===== src/yuv420_to_packed_rgb_yuyv_assert.svh =====
// Assertion macros shared by the conversion block.
// Both take a clock named clk and an active-low reset named rst_n from the using module.
`ifndef YUV420_TO_PACKED_RGB_YUYV_ASSERT_SVH
`define YUV420_TO_PACKED_RGB_YUYV_ASSERT_SVH
`ifndef SYNTH
// Property holds at every edge outside reset.
`define YRP_CHECK(label, prop) \
    label: assert property (@(posedge clk) disable iff (!rst_n) (prop)) \
        else $error("check failed: %m");
// Trigger at one edge implies consequence at the next.
`define YRP_CHECK_NEXT(label, trig, cons) \
    label: assert property (@(posedge clk) disable iff (!rst_n) (trig) |=> (cons)) \
        else $error("check failed: %m");
`else
`define YRP_CHECK(label, prop)
`define YRP_CHECK_NEXT(label, trig, cons)
`endif
`endif


===== src/yrp_pkg.sv =====
`timescale 1ns / 1ps
package yrp_pkg;

    localparam int MAX_WIDTH_DEF  = 4096;
    localparam int MAX_HEIGHT_DEF = 4096;
    localparam int CFG_DIM_RESET  = 4096;
    localparam int CFG_DIM_W      = 13;
    localparam int CFG_IDX_W      = 3;
    localparam int QUEUE_DEPTH    = 4;

    // register indexes
    localparam logic [CFG_IDX_W-1:0] REG_FRAME_WIDTH   = 3'd0;
    localparam logic [CFG_IDX_W-1:0] REG_FRAME_HEIGHT  = 3'd1;
    localparam logic [CFG_IDX_W-1:0] REG_REGION_WIDTH  = 3'd2;
    localparam logic [CFG_IDX_W-1:0] REG_REGION_HEIGHT = 3'd3;
    localparam logic [CFG_IDX_W-1:0] REG_OUTPUT_FORMAT = 3'd4;

    localparam logic FMT_RGB32 = 1'b0;
    localparam logic FMT_YUYV  = 1'b1;

    // conversion coefficients
    localparam int COEF_Y   = 37;
    localparam int COEF_RV  = 51;
    localparam int COEF_GU  = 13;
    localparam int COEF_GV  = 26;
    localparam int COEF_BU  = 65;
    localparam int OFFS_R   = -223;
    localparam int OFFS_G   = 135;
    localparam int OFFS_B   = -277;
    localparam int PIX_MAX  = 'hFF;

    typedef struct packed {
        logic [7:0] luma_first;
        logic [7:0] luma_second;
        logic [7:0] chroma_blue;
        logic [7:0] chroma_red;
    } in_item_t;

    typedef struct packed {
        logic [31:0] word_first;
        logic [31:0] word_second;
        logic        row_end;
        logic        frame_end;
    } out_item_t;

    typedef struct packed {
        logic [CFG_DIM_W-1:0] frame_width;
        logic [CFG_DIM_W-1:0] frame_height;
        logic [CFG_DIM_W-1:0] region_width;
        logic [CFG_DIM_W-1:0] region_height;
        logic                 output_format;
    } cfg_t;

    // classified pair handed from front to back
    typedef struct packed {
        logic [7:0] y0;
        logic [7:0] y1;
        logic [7:0] cb;
        logic [7:0] cr;
        logic       row_end;
        logic       frame_end;
    } conv_t;

endpackage


===== src/yrp_queue.sv =====
`timescale 1ns / 1ps
module yrp_queue (
    input  logic           clk,
    input  logic           rst_n,
    input  logic           wr_en,
    input  yrp_pkg::conv_t wr_data,
    output logic           full,
    input  logic           rd_en,
    output yrp_pkg::conv_t rd_data,
    output logic           empty
);
    import yrp_pkg::*;

    localparam int PTRW = (QUEUE_DEPTH > 1) ? $clog2(QUEUE_DEPTH) : 1;
    localparam int CNTW = $clog2(QUEUE_DEPTH + 1);

    conv_t           slot_reg [QUEUE_DEPTH];
    logic [PTRW-1:0] wr_ptr_reg, wr_ptr_next;
    logic [PTRW-1:0] rd_ptr_reg, rd_ptr_next;
    logic [CNTW-1:0] count_reg, count_next;
    logic            do_wr, do_rd;

    assign full    = count_reg == CNTW'(QUEUE_DEPTH);
    assign empty   = count_reg == '0;
    assign do_wr   = wr_en && !full;
    assign do_rd   = rd_en && !empty;
    assign rd_data = slot_reg[rd_ptr_reg];

    always_comb
    begin
        wr_ptr_next = wr_ptr_reg;
        rd_ptr_next = rd_ptr_reg;
        if (do_wr)
            wr_ptr_next = (wr_ptr_reg == PTRW'(QUEUE_DEPTH - 1)) ? '0 : wr_ptr_reg + PTRW'(1);
        if (do_rd)
            rd_ptr_next = (rd_ptr_reg == PTRW'(QUEUE_DEPTH - 1)) ? '0 : rd_ptr_reg + PTRW'(1);
        count_next = count_reg + CNTW'(do_wr) - CNTW'(do_rd);
    end

    always_ff @(posedge clk or negedge rst_n)
    begin
        if (!rst_n)
        begin
            wr_ptr_reg <= '0;
            rd_ptr_reg <= '0;
            count_reg  <= '0;
        end
        else
        begin
            wr_ptr_reg <= wr_ptr_next;
            rd_ptr_reg <= rd_ptr_next;
            count_reg  <= count_next;
        end
    end

    always_ff @(posedge clk)
    begin
        if (do_wr)
            slot_reg[wr_ptr_reg] <= wr_data;
    end

endmodule


===== config.mk =====
export PLATFORM = sky130hd
export DESIGN_NAME = yrp_queue
export DESIGN_NICKNAME = d
export VERILOG_FILES = /design/src/yuv420_to_packed_rgb_yuyv_assert.svh /design/src/yrp_pkg.sv /design/src/yrp_queue.sv
export SDC_FILE = /design/constraint.sdc
export NUM_CORES = 1
export LEC_CHECK = 0
export ABC_AREA = 1
export ABC_CLOCK_PERIOD_IN_PS = 3400
export BUFFER_PORTS_ARGS = -buffer_cell sky130_fd_sc_hd__clkbuf_2
export CAP_MARGIN = 20
export CORE_UTILIZATION = 57
export DETAILED_ROUTE_END_ITERATION = 10
export PLACE_DENSITY = 0.79
export SYNTH_ARGS = -nofsm -noshare
export SYNTH_HDL_FRONTEND = slang
export SYNTH_SLANG_ARGS = --single-unit

===== constraint.sdc =====
create_clock -name clk -period 3.4 [get_ports clk]
set_input_delay 0.85 -clock clk [delete_from_list [all_inputs] [get_ports clk]]
set_output_delay 0.85 -clock clk [all_outputs]
set_load 0.01 [all_outputs]

==> results.json <==
{
  "crit_top_cell": "nand2_1",
  "clk_pin_slew_ns": 0.06,
  "setup.worst_path.end_class": "output pin",
  "min_period_ns": 3.03,
  "drcViolationCount": 0,
  "power.switching_mw": 2.05,
  "syn_inst": 454,
  "fin_skew_ns": 0.00456,
  "p_leak_nw": 2.87,
  "tightest_slew_ns": 0.679,
  "start_util_pct": 59.1,
  "timing_worst_setup_path_type": "reg -> out",
  "setup_violations": 0,
  "seqPwrFrac_pct": 39.9,
  "place.detailed.hpwl_um": 6050,
  "stdcell_area_mm2": 0.00696,
  "crit_required_ns": 2.55,
  "htreeDepth": 4,
  "via_count": 3501,
  "fillCellCount": 644,
  "first_global_vias": 3421,
  "cts_tree": "yes",
  "cp-start-kind": "register",
  "fin_cells": 679,
  "cts_resized": 0,
  "dp_cells": 647,
  "finalHoldViolCount": 0,
  "clock_sinks": 143,
  "p_int_mw": 4.26,
  "die-area_mm2": 0.0106,
  "rsz0062_at_grt": "no",
  "peakVddDrop_mv": 0.562,
  "reg2reg_depth": 9,
  "grt_start_max_net_pins": 59,
  "synth.cell_area_mm2": 0.00581,
  "core_mm2": 0.00982,
  "reg2reg_to": "count_reg[2]",
  "cp_cell_sequence": "buf_4 > nand2_1 > o211ai_1 > nand2_1 > clkbuf_2",
  "synthDistinctLibCells": 14,
  "grt_pass1_wl_um": 16300,
  "clk_path_buf_depth": 2,
  "synth-seq-cells": 143,
  "io_buffers": 73,
  "drive_above_1_share_pct": 21.6,
  "p_comb_share_pct": 29.6,
  "syn2layout_area_growth_pct": 19.8,
  "cts_setup_buffers": 0,
  "overflow": 0,
  "postSynthNetCount": 500,
  "drv_cap": 0,
  "outcome": "complete, no violations",
  "totalWireLength_um": 10400,
  "clkPwrFrac_pct": 30.5,
  "grtUsageTotal_pct": 21.9,
  "hold_class": "in -> async",
  "root_buffer": "clkbuf_8",
  "critPathMaxStageDelay_ns": 0.78,
  "wl_per_cell_um": 15.3,
  "postPlaceCellArea_mm2": 0.00633,
  "gp_congestion": 0.731,
  "slew_viol_final": 0,
  "fmax_ghz": 0.331,
  "n_antenna_cell": 0,
  "crit_fanout": 58,
  "slowest_stage": "dfrtp_4",
  "io_pins": 74,
  "crit_arrival_ns": 2.18,
  "antenna_found_initial": 0,
  "drt-initial-drc-count": 177,
  "rows": 36,
  "final_nets": 579,
  "r2r_slack_ns": 1.26,
  "reg2reg_from": "count_reg[1]",
  "largest_reg_flops": 136,
  "viasPerCell": 5.16,
  "die_height_um": 103,
  "syn_area_per_cell_um2": 12.8,
  "clk_latency_ns": 0.52,
  "hold_buffers": 0,
  "netSwitchingFraction_pct": 32.5,
  "holdWs_ns": 0.160,
  "synth_seq_area_share_pct": 73.3,
  "p_per_area_mw_per_mm2": 906,
  "max_slew_margin_pct": 54.7,
  "cts_made_buffers": 17,
  "fp.dieW_um": 103,
  "drtAntennaViolNets": 0,
  "finalSetupTns_ns": 0,
  "yosys_warnings": 0,
  "drt_pre_antenna_iters": 4,
  "period_share_pct": 89.0
}
[synthesized netlist by cell type, drive strengths merged]
cell	instances	share of area, %
edfxtp	136	70
dfrtp	7	3.0
nand3b	1	0.13
inv	82	5.3
nand3	4	0.34
nand2	119	7.7
fa	1	0.34
buf	21	2.0
o211ai	68	8.8
clkbuf	1	0.065
ha	7	1.5
nor2	7	0.45
[final cells by class]
| type | instances | area [µm²] | area share [%] |
|---|---|---|---|
| clock buffer | 20 | 435 | 6.26 |
| clock inverter | 12 | 193 | 2.77 |
| inverter | 82 | 308 | 4.42 |
| multi-input combinational | 207 | 1150 | 16.5 |
| sequential | 143 | 4260 | 61.3 |
| tap | 133 | 166 | 2.39 |
| timing repair buffer | 82 | 445 | 6.40 |
[routing by layer]
metal | up-vias | track usage (%) | wire length (µm)
li1 | 1720 | - | -
met1 | 1662 | 26.0 | 4290
met2 | 110 | 35.5 | 5230
met3 | 9 | 8.34 | 740
met4 | 0 | 9.97 | 121
met5 | - | 0 | 0
[power groups by stage]
stage | combinational [mW] | clock (mW) | sequential (mW)
floorplan | 1.30 | 0 | 2.44
global placement | 1.81 | 0 | 2.53
detailed placement | 1.88 | 0 | 2.55
CTS | 1.90 | 1.95 | 2.52
global route | 2.11 | 2.03 | 2.56
finish | 1.86 | 1.92 | 2.52
[layout by cell type, fill, tap and decap left out, drive strengths merged, types with 5 or more instances in the layout]
cell,count
nand2,119
buf,9
clkbuf,93
edfxtp,136
bufinv,5
ha,7
o211ai,68
inv,82
nor2,7
dfrtp,7
[critical path: cells and delay by family, from the launching register on]
| kind | cells | cell delay, ns |
|---|---|---|
| AO/OA/AOI/OAI | 1 | 0.11 |
| AND/OR/NAND/NOR | 2 | 0.22 |
| buffers and inverters | 2 | 0.52 |
| flip-flops | 1 | 0.78 |
[metrics by stage]
step	util, %	setup slack [ns]	total power [mW]
after detailed placement	64.5	0.891	4.42
after CTS	70.9	0.333	6.37
after floorplan	-	0.538	3.75
final	70.9	0.375	6.31
after global routing	70.9	0.195	6.69
after global placement	64.5	0.927	4.34
[worst max-delay path by stage]
stage,start,to,depth (start not counted)
floorplan,wr_en,slot_reg[0][0],2
global placement,wr_en,count_reg[2],8
detailed placement,wr_en,count_reg[2],8
CTS,rd_ptr_reg[0],rd_data[28],5
global route,rd_ptr_reg[0],rd_data[28],5
finish,rd_ptr_reg[0],rd_data[28],5
[logic make-up after synthesis]
group	share of synthesized area, %
adders and majority gates	1.85
AOI/OAI and AO/OA	8.79
DFF	73.3
buffers and inverters	7.39
and+or+nand+nor	8.62
Power figures use the tool's default switching activity.
