<file path="src/yuv420_to_packed_rgb_yuyv_assert.svh">
// Assertion macros shared by the conversion block.
// Both take a clock named clk and an active-low reset named rst_n from the using module.
`ifndef YUV420_TO_PACKED_RGB_YUYV_ASSERT_SVH
`define YUV420_TO_PACKED_RGB_YUYV_ASSERT_SVH
`ifndef SYNTH
// Property holds at every edge outside reset.
`define YRP_CHECK(label, prop) \
    label: assert property (@(posedge clk) disable iff (!rst_n) (prop)) \
        else $error("check failed: %m");
// Trigger at one edge implies consequence at the next.
`define YRP_CHECK_NEXT(label, trig, cons) \
    label: assert property (@(posedge clk) disable iff (!rst_n) (trig) |=> (cons)) \
        else $error("check failed: %m");
`else
`define YRP_CHECK(label, prop)
`define YRP_CHECK_NEXT(label, trig, cons)
`endif
`endif

</file>
<file path="src/yrp_pkg.sv">
`timescale 1ns / 1ps
package yrp_pkg;

    localparam int MAX_WIDTH_DEF  = 4096;
    localparam int MAX_HEIGHT_DEF = 4096;
    localparam int CFG_DIM_RESET  = 4096;
    localparam int CFG_DIM_W      = 13;
    localparam int CFG_IDX_W      = 3;
    localparam int QUEUE_DEPTH    = 4;

    // register indexes
    localparam logic [CFG_IDX_W-1:0] REG_FRAME_WIDTH   = 3'd0;
    localparam logic [CFG_IDX_W-1:0] REG_FRAME_HEIGHT  = 3'd1;
    localparam logic [CFG_IDX_W-1:0] REG_REGION_WIDTH  = 3'd2;
    localparam logic [CFG_IDX_W-1:0] REG_REGION_HEIGHT = 3'd3;
    localparam logic [CFG_IDX_W-1:0] REG_OUTPUT_FORMAT = 3'd4;

    localparam logic FMT_RGB32 = 1'b0;
    localparam logic FMT_YUYV  = 1'b1;

    // conversion coefficients
    localparam int COEF_Y   = 37;
    localparam int COEF_RV  = 51;
    localparam int COEF_GU  = 13;
    localparam int COEF_GV  = 26;
    localparam int COEF_BU  = 65;
    localparam int OFFS_R   = -223;
    localparam int OFFS_G   = 135;
    localparam int OFFS_B   = -277;
    localparam int PIX_MAX  = 'hFF;

    typedef struct packed {
        logic [7:0] luma_first;
        logic [7:0] luma_second;
        logic [7:0] chroma_blue;
        logic [7:0] chroma_red;
    } in_item_t;

    typedef struct packed {
        logic [31:0] word_first;
        logic [31:0] word_second;
        logic        row_end;
        logic        frame_end;
    } out_item_t;

    typedef struct packed {
        logic [CFG_DIM_W-1:0] frame_width;
        logic [CFG_DIM_W-1:0] frame_height;
        logic [CFG_DIM_W-1:0] region_width;
        logic [CFG_DIM_W-1:0] region_height;
        logic                 output_format;
    } cfg_t;

    // classified pair handed from front to back
    typedef struct packed {
        logic [7:0] y0;
        logic [7:0] y1;
        logic [7:0] cb;
        logic [7:0] cr;
        logic       row_end;
        logic       frame_end;
    } conv_t;

endpackage

</file>
<file path="src/yrp_back.sv">
`timescale 1ns / 1ps
module yrp_back (
    input  logic               clk,
    input  logic               rst_n,
    input  logic               fmt,
    input  logic               q_empty,
    output logic               q_rd,
    input  yrp_pkg::conv_t     q_data,
    output logic               empty,
    input  logic               pop,
    output yrp_pkg::out_item_t result
);
    import yrp_pkg::*;

    // floor shift, offset, clamp to a byte
    function automatic logic [7:0] chan(input logic signed [16:0] sum,
                                        input logic signed [16:0] offs);
        logic signed [16:0] t;
        t = (sum >>> 5) + offs;
        if (t < 0)
            chan = 8'd0;
        else if (t > 17'sd255)
            chan = 8'(PIX_MAX);
        else
            chan = t[7:0];
    endfunction

    // product stage
    logic        m_valid_reg, m_valid_next;
    logic [13:0] y37a_reg, y37b_reg, v51_reg;
    logic [11:0] u13_reg;
    logic [12:0] v26_reg;
    logic [14:0] u65_reg;
    conv_t       m_item_reg;

    // output register
    logic        o_valid_reg, o_valid_next;
    out_item_t   o_item_reg, o_item_next;

    logic o_ready, m_ready;
    logic signed [16:0] r_a, g_a, b_a, r_b, g_b, b_b;
    logic [7:0] rr_a, gg_a, bb_a, rr_b, gg_b, bb_b;

    assign o_ready = !o_valid_reg || pop;
    assign m_ready = !m_valid_reg || o_ready;
    assign q_rd    = !q_empty && m_ready;
    assign empty   = !o_valid_reg;
    assign result  = o_item_reg;

    always_comb
    begin
        m_valid_next = m_ready ? q_rd : m_valid_reg;
        o_valid_next = o_ready ? m_valid_reg : o_valid_reg;
    end

    always_ff @(posedge clk or negedge rst_n)
    begin
        if (!rst_n)
        begin
            m_valid_reg <= 1'b0;
            o_valid_reg <= 1'b0;
        end
        else
        begin
            m_valid_reg <= m_valid_next;
            o_valid_reg <= o_valid_next;
        end
    end

    always_ff @(posedge clk)
    begin
        if (q_rd)
        begin
            y37a_reg   <= {6'b0, q_data.y0} * 14'(COEF_Y);
            y37b_reg   <= {6'b0, q_data.y1} * 14'(COEF_Y);
            v51_reg    <= {6'b0, q_data.cr} * 14'(COEF_RV);
            u13_reg    <= {4'b0, q_data.cb} * 12'(COEF_GU);
            v26_reg    <= {5'b0, q_data.cr} * 13'(COEF_GV);
            u65_reg    <= {7'b0, q_data.cb} * 15'(COEF_BU);
            m_item_reg <= q_data;
        end
    end

    always_comb
    begin
        r_a = $signed({3'b0, y37a_reg}) + $signed({3'b0, v51_reg});
        g_a = $signed({3'b0, y37a_reg}) - $signed({5'b0, u13_reg}) - $signed({4'b0, v26_reg});
        b_a = $signed({3'b0, y37a_reg}) + $signed({2'b0, u65_reg});
        r_b = $signed({3'b0, y37b_reg}) + $signed({3'b0, v51_reg});
        g_b = $signed({3'b0, y37b_reg}) - $signed({5'b0, u13_reg}) - $signed({4'b0, v26_reg});
        b_b = $signed({3'b0, y37b_reg}) + $signed({2'b0, u65_reg});
        rr_a = chan(r_a, 17'(OFFS_R));
        gg_a = chan(g_a, 17'(OFFS_G));
        bb_a = chan(b_a, 17'(OFFS_B));
        rr_b = chan(r_b, 17'(OFFS_R));
        gg_b = chan(g_b, 17'(OFFS_G));
        bb_b = chan(b_b, 17'(OFFS_B));

        o_item_next.row_end   = m_item_reg.row_end;
        o_item_next.frame_end = m_item_reg.frame_end;
        unique case (fmt)
            FMT_YUYV:
            begin
                o_item_next.word_first  = {m_item_reg.cr, m_item_reg.y1,
                                           m_item_reg.cb, m_item_reg.y0};
                o_item_next.word_second = '0;
            end
            default:
            begin
                o_item_next.word_first  = {8'h00, rr_a, gg_a, bb_a};
                o_item_next.word_second = {8'h00, rr_b, gg_b, bb_b};
            end
        endcase
    end

    always_ff @(posedge clk)
    begin
        if (m_valid_reg && o_ready)
            o_item_reg <= o_item_next;
    end

endmodule
</file>
<file path="config.mk">
export PLATFORM = sky130hd
export DESIGN_NAME = yrp_back
export DESIGN_NICKNAME = d
export VERILOG_FILES = /design/src/yuv420_to_packed_rgb_yuyv_assert.svh /design/src/yrp_pkg.sv /design/src/yrp_back.sv
export SDC_FILE = /design/constraint.sdc
export NUM_CORES = 1
export LEC_CHECK = 0
export ABC_AREA = 1
export BUFFER_PORTS_ARGS = -buffer_cell sky130_fd_sc_hd__buf_2
export CAP_MARGIN = 20
export CORE_ASPECT_RATIO = 1.2
export CORE_UTILIZATION = 60
export DETAILED_ROUTE_END_ITERATION = 12
export GPL_TIMING_DRIVEN = 0
export PLACE_DENSITY = 0.79
export RECOVER_POWER = 25
export SYNTH_ARGS = -nofsm -noshare
export SYNTH_HDL_FRONTEND = slang
export SYNTH_SLANG_ARGS = --single-unit
export TNS_END_PERCENT = 10
</file>
<file path="constraint.sdc">
create_clock -name clk -period 7.4 [get_ports clk]
set_clock_uncertainty 0.1 [all_clocks]
set_input_delay 1.48 -clock clk [delete_from_list [all_inputs] [get_ports clk]]
set_output_delay 1.48 -clock clk [all_outputs]
set_load 0.05 [all_outputs]
</file>
==> results.md <==
* Unrepaired setup endpoints after global routing: no
* Worst-case clock buffer depth at 2
* CP required at 7500 ps
* Predominant post-synthesis flop cell: edfxtp_1
* Die Y at 178 um
* Grt ovf at 0
* Mean post-synth cell area at around 8.0 um2
* Antenna Nets Post-Route at 0
* Initial detailed-routing violation count at roughly 660
* Largest net degree at the start of global routing at 57
* Standard-cell row count at 63
* Clock transition at path regs at roughly 70 ps
* Switching share of power at 0.523
* Synth async-reset ratio at 0.0125
* Vias in the first global route at ~13,000
* Pwr Total at 0.00682 W
* Crit path launch type: input port
* Slowest cell on crit path: fa_1
* Via count at about 13,000
* Drt first pass iters at 6
* Hold path startpoint: m_item_reg[1]
* Post-synthesis sequential area ratio at 0.311
* H-tree Lvls at 4
* Post-Synthesis Cell Area at roughly 15,000 um2
* Final Instance Area at between 15,000 and 20,000 um2
* Placeable Area at between 20,000 and 25,000 um2
* P_sw at between 0.003 and 0.004 W
* Cell Area, Placed at ~16,000 um2
* Crit path top cell by count: a21oi_1
* Setup_tns at 0 ps
* Share of layout cells above drive strength 1 at 0.0819
* Tightest Pin Transition at ~1700 ps
* Leakage power at roughly 9 nW
* Final Cycle Share at 0.661
* Reg2reg start: y37a_reg[0]
* Drt drc at 0
* CTS Buf Count at 17
* Post-CTS sizing at 0
* Gr usage total at 0.306
* Cell Pwr Density at slightly above 400 nW/um2
* Hold/Removal Path Class: flip-flop to flip-flop
* Final net count at around 2,400
* DPL Wire Length at between 30,000 and 40,000 um
* Violated checks: max-capacitance violations, max-slew violations
* Final Max Slew Viols at 55
* Buffers & Inverters on Critical Path at 4
* Worst EP arrival at about 5000 ps
* Die area at 26,300 um2
* Fin util at 0.677
* Initial core utilization at 0.617
* I/O Pins at 107
* Clock share of power at 0.128
* Gate power share at 0.669
* Crit path from: q_data[8]
* Unique cell type count in the Yosys netlist at 45
* Most frequent cells in the layout: 530 x nand2_1, 339 x inv_1, 219 x ha_1
* Hold_buf cts at 0
* Endpoints failing setup at 0
* Pint at between 0.003 and 0.004 W
* Max_cap viols at 2
* Peak Freq at 205 MHz
* Crit Path Class: input port to flip-flop
* Area growth syn-to-layout at 9.68%
* Cell family with the largest share of critical-path delay: adder cells
* Crit path max fanout at 5
* Worst-path cell chain: clkbuf_1 -> ha_1 -> fa_1 -> inv_1 -> fa_1 -> inv_1 -> ha_1 -> a21oi_1 -> o21ai_0 -> a21oi_1 -> o21ai_0 -> nand2_1 -> nand2_1 -> a21oi_1 -> inv_1 -> a21oi_1 -> nor2_1 -> nor2_1 -> xor2_1
* Initial antenna violation count at 0
* Per-cell routed wire length at approximately 16 um
* Status: complete, but fails checks
* First-pass GRT wire length at 61,600 um
* Hold Vio Cnt, Final at 0
* Critical path depth in cells at 19
* Crit. End Element: flip-flop
* CTS sink cnt at 160
* Avg Vias per Cell at roughly 5.4
* Seq cells post-synth at 160
* YS warnings at 0
* CTS tree: done
* Reg power frac at 0.203
* Max FFs per register at 58
* Chip width at between 100 and 150 um
* Worst Reg-to-Reg Cells at 26
* Synth top area share at 0.308
* Routability congestion estimate from global placement at 0.957
* CTS root buf: clkbuf_16
* Commonest non-fill, non-tap cell in the layout: nand2_1
* I/O Buffers at 97
* Worst Hold Path Cells at 0
* Post-layout minimum cycle time at slightly below 5000 ps
* Routed WL at 38,300 um
* Area leader, netlist: edfxtp_1
* Post-synth EDFFs at around 160
* Max-Slew Margin vs Limit at -0.129
* Critical path's largest stage delay at about 550 ps
* Peak VDD IR at between 0.2 and 0.3 mV
* Worst skew pair latency at approximately 450 ps
* Synth area leaders: edfxtp_1 31%, ha_1 18%, nand2_1 13%, inv_1 8.3%, xor2_1 4.3%
* Post-CTS Setup Inserts at 0
* Cells after Synth at just under 2,000
==> power by group through the flow <==
stage	combinational [W]	clock (W)	sequential (W)
detailed placement	0.00452	0	0.00140
global route	0.00514	0.000913	0.00140
global placement	0.00441	0	0.00140
finish	0.00456	0.000871	0.00138
CTS	0.00456	0.000883	0.00138
floorplan	0.00333	0	0.00165
==> kinds of logic after synthesis <==
group,share of synthesized area
buffers and inverters,0.0882
xor gates and xnor gates,0.0670
adders and majority gates,0.217
and+or+nand+nor,0.231
DFF,0.311
AOI/OAI and AO/OA,0.0861
other,0.000243
==> worst paths after layout <==
path	slack [ps]	endpoint
max	2510	v51_reg[13]
min	320	result[1]
max reg2reg	2870	result[46]
min reg2reg	320	result[1]
max in group asynchronous	6370	m_valid_reg
min in group asynchronous	700	o_valid_reg
==> per-stage QoR <==
step	cells	hold WS, ps	setup WS, ps
final	2401	323	2510
after global routing	2400	327	2190
after CTS	2400	324	2650
after detailed placement	2368	312	2250
after global placement	2365	302	720
after floorplan	1943	300	1970
==> metal layers <==
| layer | vias up | track usage | share of wire |
|---|---|---|---|
| met5 | - | 0 | 0 |
| met4 | 0 | 0.162 | 0.050 |
| met3 | 97 | 0.0301 | 0.052 |
| met2 | 350 | 0.525 | 0.47 |
| met1 | 5949 | 0.381 | 0.42 |
| li1 | 6562 | - | - |
==> synthesized netlist by cell type (5+ instances only) <==
cell        n
a21o_1      8
a21oi_1   123
a31oi_1     6
buf_4       8
edfxtp_1  158
fa_1       30
ha_1      219
inv_1     340
nand2_1   530
nand2_2    22
nand3_1    99
nand3_2    10
nand3b_1    9
nand4_1    31
nor2_1    108
nor2_2      6
nor3_1      8
o21ai_0    48
o21ai_1     6
o21ai_2     5
o21bai_1   12
xnor2_1    27
xor2_1     76
xor2_2      7
==> layout make-up <==
cell class,count,area [um2]
multi-input combinational,1429,9290
fill,2153,8080
sequential,160,4790
inverter,342,1290
timing repair buffer,100,478
clock buffer,18,429
tap,325,407
clock inverter,14,146
buffer,12,75.1
antenna,1,2.50
==> worst reg2reg max path, stage by stage, from the launching register on <==
cell and delay [ps]:
edfxtp_1 580, nor2_1 140, fa_1 450, nor4_1 370, o21ai_0 130, nand2_1 70, a21oi_1 80, o21ai_0 270
nand2_1 80, nand2_1 80, xor2_1 60, ha_1 330, nand2_1 80, nor2_1 160, nand2_1 70, a21oi_1 210
nor2_1 90, nand3_2 100, nand2_1 50, nand2_1 140, nand3_4 110, nand2_1 90, nand3_2 100, nand2_2 120
nand2_1 70, nand2_1 90, nand2_1 60
(Power assumes the default switching activity.)
